[config.mk]
export PLATFORM = sky130hd
export DESIGN_NAME = qubitwise_commuting_grouper
export DESIGN_NICKNAME = d
export VERILOG_FILES = /design/src/design/qwcg_pkg.sv /design/src/design/qubitwise_commuting_grouper.sv /design/src/design/qwcg_cell.sv
export SDC_FILE = /design/constraint.sdc
export NUM_CORES = 2
export LEC_CHECK = 0
export BUFFER_PORTS_ARGS = -buffer_cell sky130_fd_sc_hd__clkbuf_2
export CAP_MARGIN = 0
export CORE_ASPECT_RATIO = 1.4
export CORE_UTILIZATION = 65
export CTS_CLUSTER_SIZE = 12
export DETAILED_ROUTE_END_ITERATION = 8
export GPL_ROUTABILITY_DRIVEN = 0
export PLACE_DENSITY_LB_ADDON = 0.25
export SLEW_MARGIN = 15
export SYNTH_ARGS = -nofsm -noshare
export SYNTH_HDL_FRONTEND = slang
export SYNTH_HIERARCHICAL = 1
export SYNTH_SLANG_ARGS = --single-unit
[constraint.sdc]
create_clock -name clk -period 7.6 [get_ports clk]
set_clock_uncertainty 0.2 [all_clocks]
set_input_delay 1.14 -clock clk [delete_from_list [all_inputs] [get_ports clk]]
set_output_delay 1.14 -clock clk [all_outputs]
set_load 0.01 [all_outputs]
[src/design/qwcg_pkg.sv]
// Package with shared constants, types and Pauli helper functions for the grouper.
package qwcg_pkg;

  localparam int MAX_QUBITS  = 16;
  localparam int MAX_GROUPS  = 16;
  localparam int WORD_W      = 32;
  localparam int GIDX_W      = (MAX_GROUPS > 1) ? $clog2(MAX_GROUPS) : 1;
  localparam int GCNT_W      = $clog2(MAX_GROUPS + 1);
  localparam int NQ_W        = 5;
  localparam int OUT_IDX_W   = 4;
  localparam int OUT_CNT_W   = 5;
  localparam int OUT_TDATA_W = 48;
  localparam int OUT_PAD_W   = OUT_TDATA_W - OUT_IDX_W - WORD_W - OUT_CNT_W;
  localparam int CFG_DATA_W  = 5;

  localparam logic [WORD_W-1:0] LOW_BITS = 32'h5555_5555;

  localparam logic       ACT_CLEAR        = 1'b0;
  localparam logic       ACT_PLACE        = 1'b1;
  localparam logic       CFG_NUM_QUBITS   = 1'b0;
  localparam logic       CFG_GROUP_ENABLE = 1'b1;

  typedef enum logic [1:0] {
    ST_IDLE,
    ST_SCAN,
    ST_EMIT
  } state_t;

  typedef struct packed {
    logic              valid;
    logic              found;
    logic              is_new;
    logic [GIDX_W-1:0] idx;
    logic [WORD_W-1:0] term;
    logic [WORD_W-1:0] basis;
  } token_t;

  typedef struct packed {
    logic [OUT_IDX_W-1:0] gidx;
    logic                 is_new;
    logic                 is_id;
    logic                 ovf;
    logic [WORD_W-1:0]    basis;
    logic [OUT_CNT_W-1:0] groups;
  } result_t;

  function automatic logic [WORD_W-1:0] active_qubits(input logic [WORD_W-1:0] s);
    active_qubits = (s | (s >> 1)) & LOW_BITS;
  endfunction

  function automatic logic agrees(input logic [WORD_W-1:0] term,
                                  input logic [WORD_W-1:0] basis);
    logic [WORD_W-1:0] both;
    logic [WORD_W-1:0] diff;
    both   = active_qubits(term) & active_qubits(basis);
    diff   = active_qubits(term ^ basis);
    agrees = ((both & diff) == '0);
  endfunction

  function automatic logic [WORD_W-1:0] merge(input logic [WORD_W-1:0] basis,
                                              input logic [WORD_W-1:0] term);
    logic [WORD_W-1:0] m;
    m     = active_qubits(term) | (active_qubits(term) << 1);
    merge = (basis & ~m) | (term & m);
  endfunction

  function automatic logic [WORD_W-1:0] qubit_mask(input logic [NQ_W-1:0] n);
    logic [NQ_W-1:0] n_sat;
    n_sat = (int'(n) > MAX_QUBITS) ? NQ_W'(MAX_QUBITS) : n;
    for (int q = 0; q < WORD_W / 2; q++) begin
      qubit_mask[2*q +: 2] = (q < int'(n_sat)) ? 2'b11 : 2'b00;
    end
  endfunction

endpackage

[src/design/qubitwise_commuting_grouper.sv]
// Top level of the qubit-wise commuting grouper: control, group count and the cell chain.
// A placed term travels down a row of MAX_GROUPS cells, one cell per cycle; the first
// stored group it agrees with takes it while group merging is enabled, otherwise the
// cell just past the last stored group opens a new group, or overflow is reported when
// all groups are in use. The result of a placing request is held in a pending register
// when it leaves the cell chain and is then loaded into the output register; clear and
// all-identity requests skip the cell chain. Loading the output register waits while an
// earlier result there has not been taken. One request is in work at a time, and the next
// request is accepted from the cycle after the result is loaded, while that result may
// still wait in the output register. No clearing pass runs after reset.
module qubitwise_commuting_grouper (
  input  logic                                 clk,
  input  logic                                 rst_n,
  input  logic                                 in_tvalid,
  output logic                                 in_tready,
  input  logic [qwcg_pkg::WORD_W-1:0]          in_tdata,   // [31:0] pauli_string
  input  logic                                 in_tuser,   // [0] action
  output logic                                 out_tvalid,
  input  logic                                 out_tready,
  output logic [qwcg_pkg::OUT_TDATA_W-1:0]     out_tdata,  // [3:0] group_index,
                                                           // [35:4] merged_basis,
                                                           // [40:36] groups_in_use
  output logic [2:0]                           out_tuser,  // [0] is_new_group,
                                                           // [1] is_identity, [2] overflow
  input  logic                                 cfg_wen,
  input  logic                                 cfg_index,
  input  logic [qwcg_pkg::CFG_DATA_W-1:0]      cfg_wdata
);

  qwcg_pkg::state_t              state_r, state_nxt;
  logic [qwcg_pkg::NQ_W-1:0]     num_qubits_r;
  logic                          group_enable_r;
  logic [qwcg_pkg::GCNT_W-1:0]   total_r, total_nxt;
  qwcg_pkg::result_t             pend_r, pend_nxt;
  qwcg_pkg::result_t             out_res_r;
  logic                          out_valid_r;
  qwcg_pkg::token_t              chain [qwcg_pkg::MAX_GROUPS+1];
  qwcg_pkg::token_t              head_tok;
  qwcg_pkg::token_t              tok_last;
  logic [qwcg_pkg::MAX_GROUPS-1:0] tok_valids;
  logic [qwcg_pkg::WORD_W-1:0]   term;
  logic                          in_acc;
  logic                          emit_load;

  assign term     = in_tdata & qwcg_pkg::qubit_mask(num_qubits_r);
  assign in_acc   = in_tvalid && in_tready;
  assign chain[0] = head_tok;
  assign tok_last = chain[qwcg_pkg::MAX_GROUPS];

  for (genvar g = 0; g < qwcg_pkg::MAX_GROUPS; g++) begin : g_cell
    qwcg_cell u_cell (
      .clk          (clk),
      .rst_n        (rst_n),
      .cell_idx     (qwcg_pkg::GIDX_W'(g)),
      .group_total  (total_r),
      .group_enable (group_enable_r),
      .tok_in       (chain[g]),
      .tok_out      (chain[g+1])
    );
    assign tok_valids[g] = chain[g+1].valid;
  end

  // Next state.
  always_comb begin
    state_nxt = state_r;
    unique case (state_r)
      qwcg_pkg::ST_IDLE: begin
        if (in_acc) begin
          if (in_tuser == qwcg_pkg::ACT_CLEAR || term == '0) begin
            state_nxt = qwcg_pkg::ST_EMIT;
          end else begin
            state_nxt = qwcg_pkg::ST_SCAN;
          end
        end
      end
      qwcg_pkg::ST_SCAN: begin
        if (tok_last.valid) begin
          state_nxt = qwcg_pkg::ST_EMIT;
        end
      end
      qwcg_pkg::ST_EMIT: begin
        if (!out_valid_r || out_tready) begin
          state_nxt = qwcg_pkg::ST_IDLE;
        end
      end
      default: state_nxt = qwcg_pkg::ST_IDLE;
    endcase
  end

  // Outputs of the controller.
  always_comb begin
    in_tready = 1'b0;
    emit_load = 1'b0;
    total_nxt = total_r;
    pend_nxt  = pend_r;
    head_tok  = '0;
    unique case (state_r)
      qwcg_pkg::ST_IDLE: begin
        in_tready = 1'b1;
        if (in_acc) begin
          pend_nxt = '0;
          if (in_tuser == qwcg_pkg::ACT_CLEAR) begin
            total_nxt = '0;
          end else if (term == '0) begin
            pend_nxt.is_id  = 1'b1;
            pend_nxt.groups = qwcg_pkg::OUT_CNT_W'(total_r);
          end else begin
            head_tok.valid = 1'b1;
            head_tok.term  = term;
          end
        end
      end
      qwcg_pkg::ST_SCAN: begin
        if (tok_last.valid) begin
          pend_nxt = '0;
          if (tok_last.found) begin
            total_nxt       = total_r + qwcg_pkg::GCNT_W'(tok_last.is_new);
            pend_nxt.gidx   = qwcg_pkg::OUT_IDX_W'(tok_last.idx);
            pend_nxt.is_new = tok_last.is_new;
            pend_nxt.basis  = tok_last.basis;
            pend_nxt.groups = qwcg_pkg::OUT_CNT_W'(total_nxt);
          end else begin
            pend_nxt.ovf    = 1'b1;
            pend_nxt.groups = qwcg_pkg::OUT_CNT_W'(total_r);
          end
        end
      end
      qwcg_pkg::ST_EMIT: begin
        emit_load = !out_valid_r || out_tready;
      end
      default: ;
    endcase
  end

  always_ff @(posedge clk) begin
    if (!rst_n) begin
      state_r        <= qwcg_pkg::ST_IDLE;
      total_r        <= '0;
      out_valid_r    <= 1'b0;
      num_qubits_r   <= qwcg_pkg::NQ_W'(qwcg_pkg::MAX_QUBITS);
      group_enable_r <= 1'b1;
    end else begin
      state_r <= state_nxt;
      total_r <= total_nxt;
      if (emit_load) begin
        out_valid_r <= 1'b1;
      end else if (out_tready) begin
        out_valid_r <= 1'b0;
      end
      if (cfg_wen) begin
        if (cfg_index == qwcg_pkg::CFG_NUM_QUBITS) begin
          num_qubits_r <= cfg_wdata;
        end else begin
          group_enable_r <= cfg_wdata[0];
        end
      end
    end
  end

  always_ff @(posedge clk) begin
    pend_r <= pend_nxt;
    if (emit_load) begin
      out_res_r <= pend_r;
    end
  end

  assign out_tvalid = out_valid_r;
  assign out_tdata  = {{qwcg_pkg::OUT_PAD_W{1'b0}}, out_res_r.groups, out_res_r.basis,
                       out_res_r.gidx};
  assign out_tuser  = {out_res_r.ovf, out_res_r.is_id, out_res_r.is_new};

  a_one_token: assert property (@(posedge clk) disable iff (!rst_n)
    $onehot0(tok_valids))
    else $error("more than one request in the cell chain");

  a_total_bound: assert property (@(posedge clk) disable iff (!rst_n)
    int'(total_r) <= qwcg_pkg::MAX_GROUPS)
    else $error("group count above table size");

  a_idle_empty: assert property (@(posedge clk) disable iff (!rst_n)
    in_tready |-> (tok_valids == '0))
    else $error("request accepted while the chain is busy");

  a_ovf_full: assert property (@(posedge clk) disable iff (!rst_n)
    (out_valid_r && out_res_r.ovf) |-> (int'(out_res_r.groups) == qwcg_pkg::MAX_GROUPS))
    else $error("overflow reported with free groups");

  a_new_grows: assert property (@(posedge clk) disable iff (!rst_n)
    (state_r == qwcg_pkg::ST_SCAN && tok_last.valid && tok_last.is_new)
      |=> (total_r == $past(total_r) + 1'b1))
    else $error("new group did not raise the group count");

endmodule

[src/design/qwcg_cell.sv]
// One group cell: holds a group basis and tests, merges or stores the term passing through.
module qwcg_cell (
  input  logic                        clk,
  input  logic                        rst_n,
  input  logic [qwcg_pkg::GIDX_W-1:0] cell_idx,
  input  logic [qwcg_pkg::GCNT_W-1:0] group_total,
  input  logic                        group_enable,
  input  qwcg_pkg::token_t            tok_in,
  output qwcg_pkg::token_t            tok_out
);

  logic [qwcg_pkg::WORD_W-1:0] basis_r, basis_nxt;
  qwcg_pkg::token_t            tok_r, tok_nxt;
  logic                        in_use;
  logic                        hit;
  logic                        open;

  always_comb begin
    in_use    = qwcg_pkg::GCNT_W'(cell_idx) < group_total;
    hit       = tok_in.valid && !tok_in.found && in_use && group_enable
                && qwcg_pkg::agrees(tok_in.term, basis_r);
    open      = tok_in.valid && !tok_in.found && !hit
                && (qwcg_pkg::GCNT_W'(cell_idx) == group_total);
    basis_nxt = basis_r;
    tok_nxt   = tok_in;
    if (hit) begin
      basis_nxt     = qwcg_pkg::merge(basis_r, tok_in.term);
      tok_nxt.found = 1'b1;
      tok_nxt.idx   = cell_idx;
      tok_nxt.basis = basis_nxt;
    end else if (open) begin
      basis_nxt      = tok_in.term;
      tok_nxt.found  = 1'b1;
      tok_nxt.is_new = 1'b1;
      tok_nxt.idx    = cell_idx;
      tok_nxt.basis  = tok_in.term;
    end
  end

  always_ff @(posedge clk) begin
    basis_r <= basis_nxt;
    tok_r   <= tok_nxt;
    if (!rst_n) begin
      tok_r.valid <= 1'b0;
    end
  end

  assign tok_out = tok_r;

endmodule

# Yosys cells after proc, flatten, opt, wreduce, memory -nomap -nowiden
# Index checks and enable logic that the tools add are counted.
[totals]
out_inout_bits = 53
in_bits = 44
reg_bits = 1718
[classes]
add_sub_neg = 1
n_bitwise = 179
muxes = 144
magnitude_cmp = 33
reduce_logical = 187
eq_ne = 21
[ops]
columns = ["cell", "n"]
rows = [
  ["$mux W32", 69],
  ["$or A31 B31 Y31", 48],
  ["$and A32 B32 Y32", 33],
  ["$logic_not A32 Y1", 17],
  ["$and A32 B31 Y32", 16],
  ["$not A32 Y32", 16],
  ["$or A31 B32 Y32", 16],
  ["$or A32 B32 Y32", 16],
  ["$xor A32 B32 Y32", 16],
  ["$and A31 B31 Y31", 16],
  ["$mux W5", 23],
  ["$logic_and A1 B1 Y1", 96],
  ["$mux W44", 2],
  ["$pmux W44 S2", 1],
  ["$lt A4 B5 Y1 const A", 16],
  ["$eq A4 B5 Y1 const A", 8],
  ["$lt A3 B5 Y1 const A", 8],
  ["$mux W2", 20],
  ["$reduce_bool A2 Y1", 18],
  ["$logic_not A1 Y1", 32],
  ["$reduce_or A2 Y1", 15],
  ["$mux W1", 26],
  ["$eq A3 B5 Y1 const A", 4],
  ["$lt A1 B5 Y1 const A", 4],
  ["other kinds (19)", 29],
]

# Depth between registers and ports, before layout
[depth]
ltp_word = 20
ltp_mapped = 18
mapped_depth_nobuf = 12

# Hierarchy
# The synthesis kept the hierarchy.
[by_module_without_submodules]
columns = ["mod", "cells_each", "seq_area_each_um2", "n_inst", "area_per_inst_um2"]
rows = [
  ["qwcg_cell (g_cell[11].u_cell ...)", 410, 2382.3, 14, 4399.2],
  ["qwcg_cell (g_cell[0].u_cell ...)", 445, 2382.3, 2, 4797.1],
  ["qubitwise_commuting_grouper", 335, 2922.8, 1, 4345.4],
]

# Worst setup path after synthesis
# No wires, ideal clock.
[synth_path]
path_kind = "input to register"
from = "input in_tdata[14] (netlist name)"
to = "register g_cell[0].u_cell/basis_r[0] (netlist name), enable pin"
setup_ns = 0.387
slack_ns = 2.854
arrival_time_ns = 4.159
required_time_ns = 7.013
path_stages = 15
path_buffers = 3
cell_sequence = "o41ai_1 > o21ai_0 > nor4b_2 > nor3b_2 > a21oi_2 > buf_6 > and3_1 > nand2_1 > xor2_1 > nor4_1 > and4_1 > buf_4 > a21oi_4 > buf_6 > inv_1"
[synth_rtl]
columns = ["element", "line_no", "text"]
rows = [
  ["from (decl)", "qubitwise_commuting_grouper.sv:16", "input logic [qwcg_pkg::WORD_W-1:0] in_tdata,"],
  ["to (signal assigned)", "qwcg_cell.sv:41", "basis_r <= basis_nxt;"],
  ["to (decl)", "qwcg_cell.sv:12", "logic [qwcg_pkg::WORD_W-1:0] basis_r, basis_nxt;"],
]

==> results.sh <==
export IMPL_status="finished clean"
export IMPL_cts_buffer_depth=3
export IMPL_netlist_area_sq_um=74900
export IMPL_timing_critical_path_from_type="flop"
export IMPL_grt_usage_pct=30.5
export IMPL_end_kind="flop"
export IMPL_switching_share_pct=23.8
export IMPL_grt_remaining_overflow=0
export IMPL_final_common_cell="dfxtp_1"
export IMPL_vias=53200
export IMPL_clk_latency_ns=0.80
export IMPL_htree_levels=4
export IMPL_netlist_instances=6933
export IMPL_slew_violations=0
export IMPL_mostFrequentLayoutCells="dfxtp_1 (1117), a211oi_1 (939), inv_1 (607)"
export IMPL_p_sw_uw=4570
export IMPL_antenna_found_initial=0
export IMPL_path_clk_slew_ns=0.07
export IMPL_required_ns=8.06
export IMPL_rsz0062_at_grt="no"
export IMPL_max_freq_mhz=184
export IMPL_final_setup_viol_count=0
export IMPL_cts_sinks=1718
export IMPL_initial_core_util_pct=65.5
export IMPL_internal_power_uw=14700
export IMPL_fin_nets=7146
export IMPL_port_buffers=89
export IMPL_wl_per_cell_um=20.8
export IMPL_fillerInstances=8258
export IMPL_powerDensity_nw_per_um2=240
export IMPL_holdWs_ns=0.197
export IMPL_ir_drop_v=0.000210
export IMPL_drc_errors=0
export IMPL_coreArea_sq_um=114000
export IMPL_grt_pass1_wl_um=282000
export IMPL_grt_max_degree=48
export IMPL_regArea_sq_um=40400
export IMPL_fin_crit_sh_pct=71.6
export IMPL_ctsRootBufferMaster="clkbuf_16"
export IMPL_layout_min_cycle_time_ns=5.44
export IMPL_critPathKind="flop to flop"
export IMPL_fin_setup_tns_ns=0
export IMPL_die_area_sq_um=117000
export IMPL_drive_gt1_share_pct=8.55
export IMPL_drt_iter0_markers=4440
export IMPL_postCtsSetupBuffers=0
export IMPL_rows=147
export IMPL_maxCapViolCount=0
export IMPL_power_frac_comb_pct=6.8
export IMPL_final_antenna_net_count=0
export IMPL_io_pins=97
export IMPL_worst_slew_pin_slew_ns=1.20
export IMPL_multiInputGateArea_sq_um=29400
export IMPL_syn_avg_cell_area_sq_um=10.8
export IMPL_arrival_ns=5.90
export IMPL_hold_buffers=0
export IMPL_cts_inserted_buffers=166
export IMPL_die_x_um=289
export IMPL_firstDrtPassIters=7
export IMPL_critPathMaxFanout=33
export IMPL_antennaDiodeCount=0
export IMPL_clkPwrFrac_pct=40.1
export IMPL_slew_headroom_pct=19.9
export IMPL_hold_viol_final=0
export IMPL_grt_pass1_vias=52000
export IMPL_drt_vias_per_instance=6.14
export IMPL_wl_um=180000
export IMPL_reg2reg_slack_ns=2.16
export IMPL_area_growth_syn_to_layout_pct=7.09
export IMPL_die_h_um=404
export IMPL_dp_hpwl_um=126000
export IMPL_leakagePower_uw=0.0312
export IMPL_seqPwrFrac_pct=53.1
export IMPL_synth_warnings=6
export IMPL_cts_tree="yes"
export IMPL_cts_resized_gates=0
export IMPL_hold_path_class="flop to flop"
[sequential cells by signal, summed over array words and instances (netlist names)]
signal	count
g_cell.u_cell/tok_out	1104
pend_r	44
out_tvalid	1
group_enable_r	1
g_cell.u_cell/basis_r	512
out_tuser	3
total_r	5
out_tdata	41
state_r	2
num_qubits_r	5
[worst paths after layout]
kind	from	endpoint	cells after the start
min	g_cell[7].u_cell/tok_out[53]$_DFF_P_	g_cell[8].u_cell/tok_out[53]$_DFF_P_	0
max reg2reg	num_qubits_r[2]$_SDFFE_PN0P_	g_cell[0].u_cell/tok_out[30]$_DFF_P_	12
max	num_qubits_r[2]$_SDFFE_PN0P_	g_cell[0].u_cell/tok_out[30]$_DFF_P_	12
min reg2reg	g_cell[7].u_cell/tok_out[53]$_DFF_P_	g_cell[8].u_cell/tok_out[53]$_DFF_P_	0
[routing by layer]
metal  GRT usage [%]  vias up  routed length, um  part of all wire, %
li1                -    25200                  -                    -
met1            35.3    25700              68200                   38
met2            54.9     1827              94400                   52
met3            3.82      507               8720                  4.8
met4            15.1        0               8800                  4.9
met5               0        -                  0                    0
[power by group through the flow]
stage | registers (uW) | clock network, uW | logic, uW
after floorplan | 10300 | 0 | 1010
after global placement | 10400 | 0 | 1230
after detailed placement | 10400 | 0 | 1260
after CTS | 10200 | 7810 | 1270
after global routing | 10300 | 8170 | 1400
final | 10200 | 7710 | 1300
[cell type report]
class	instances	area share [%]
clock buffers	285	5.98
clock inverters	18	0.303
inverters	608	2.85
multi-input cells	4348	36.6
flip-flops and latches	1718	50.4
well taps	1490	2.32
repair buffers	194	1.55
[critical path: stages, from the launching register on]
cell and delay (ns):
dfxtp_1 0.72, nand2_1 0.17, o21bai_1 0.23, a2111oi_0 0.13
and4_1 0.27, a21oi_2 0.81, and3_1 0.45, nand2_1 0.11
xor2_1 0.18, nor4_2 0.32, nand4b_2 0.92, nor4_1 0.68
a211oi_2 0.08
[metrics by stage]
step                      worst slack, ns  cell area (sq um)  std cells  total power, uW  util (%)
after global placement               2.10              75100       8357            11600      65.7
after CTS                            2.27              80200       8660            19300      70.1
after floorplan                      2.85              75500       7105            11300         -
final                                2.16              80200       8661            19200      70.1
after detailed placement             1.90              75100       8357            11700      65.7
after global routing                 1.84              80200       8661            19800      70.1
(Power assumes the default switching activity.)
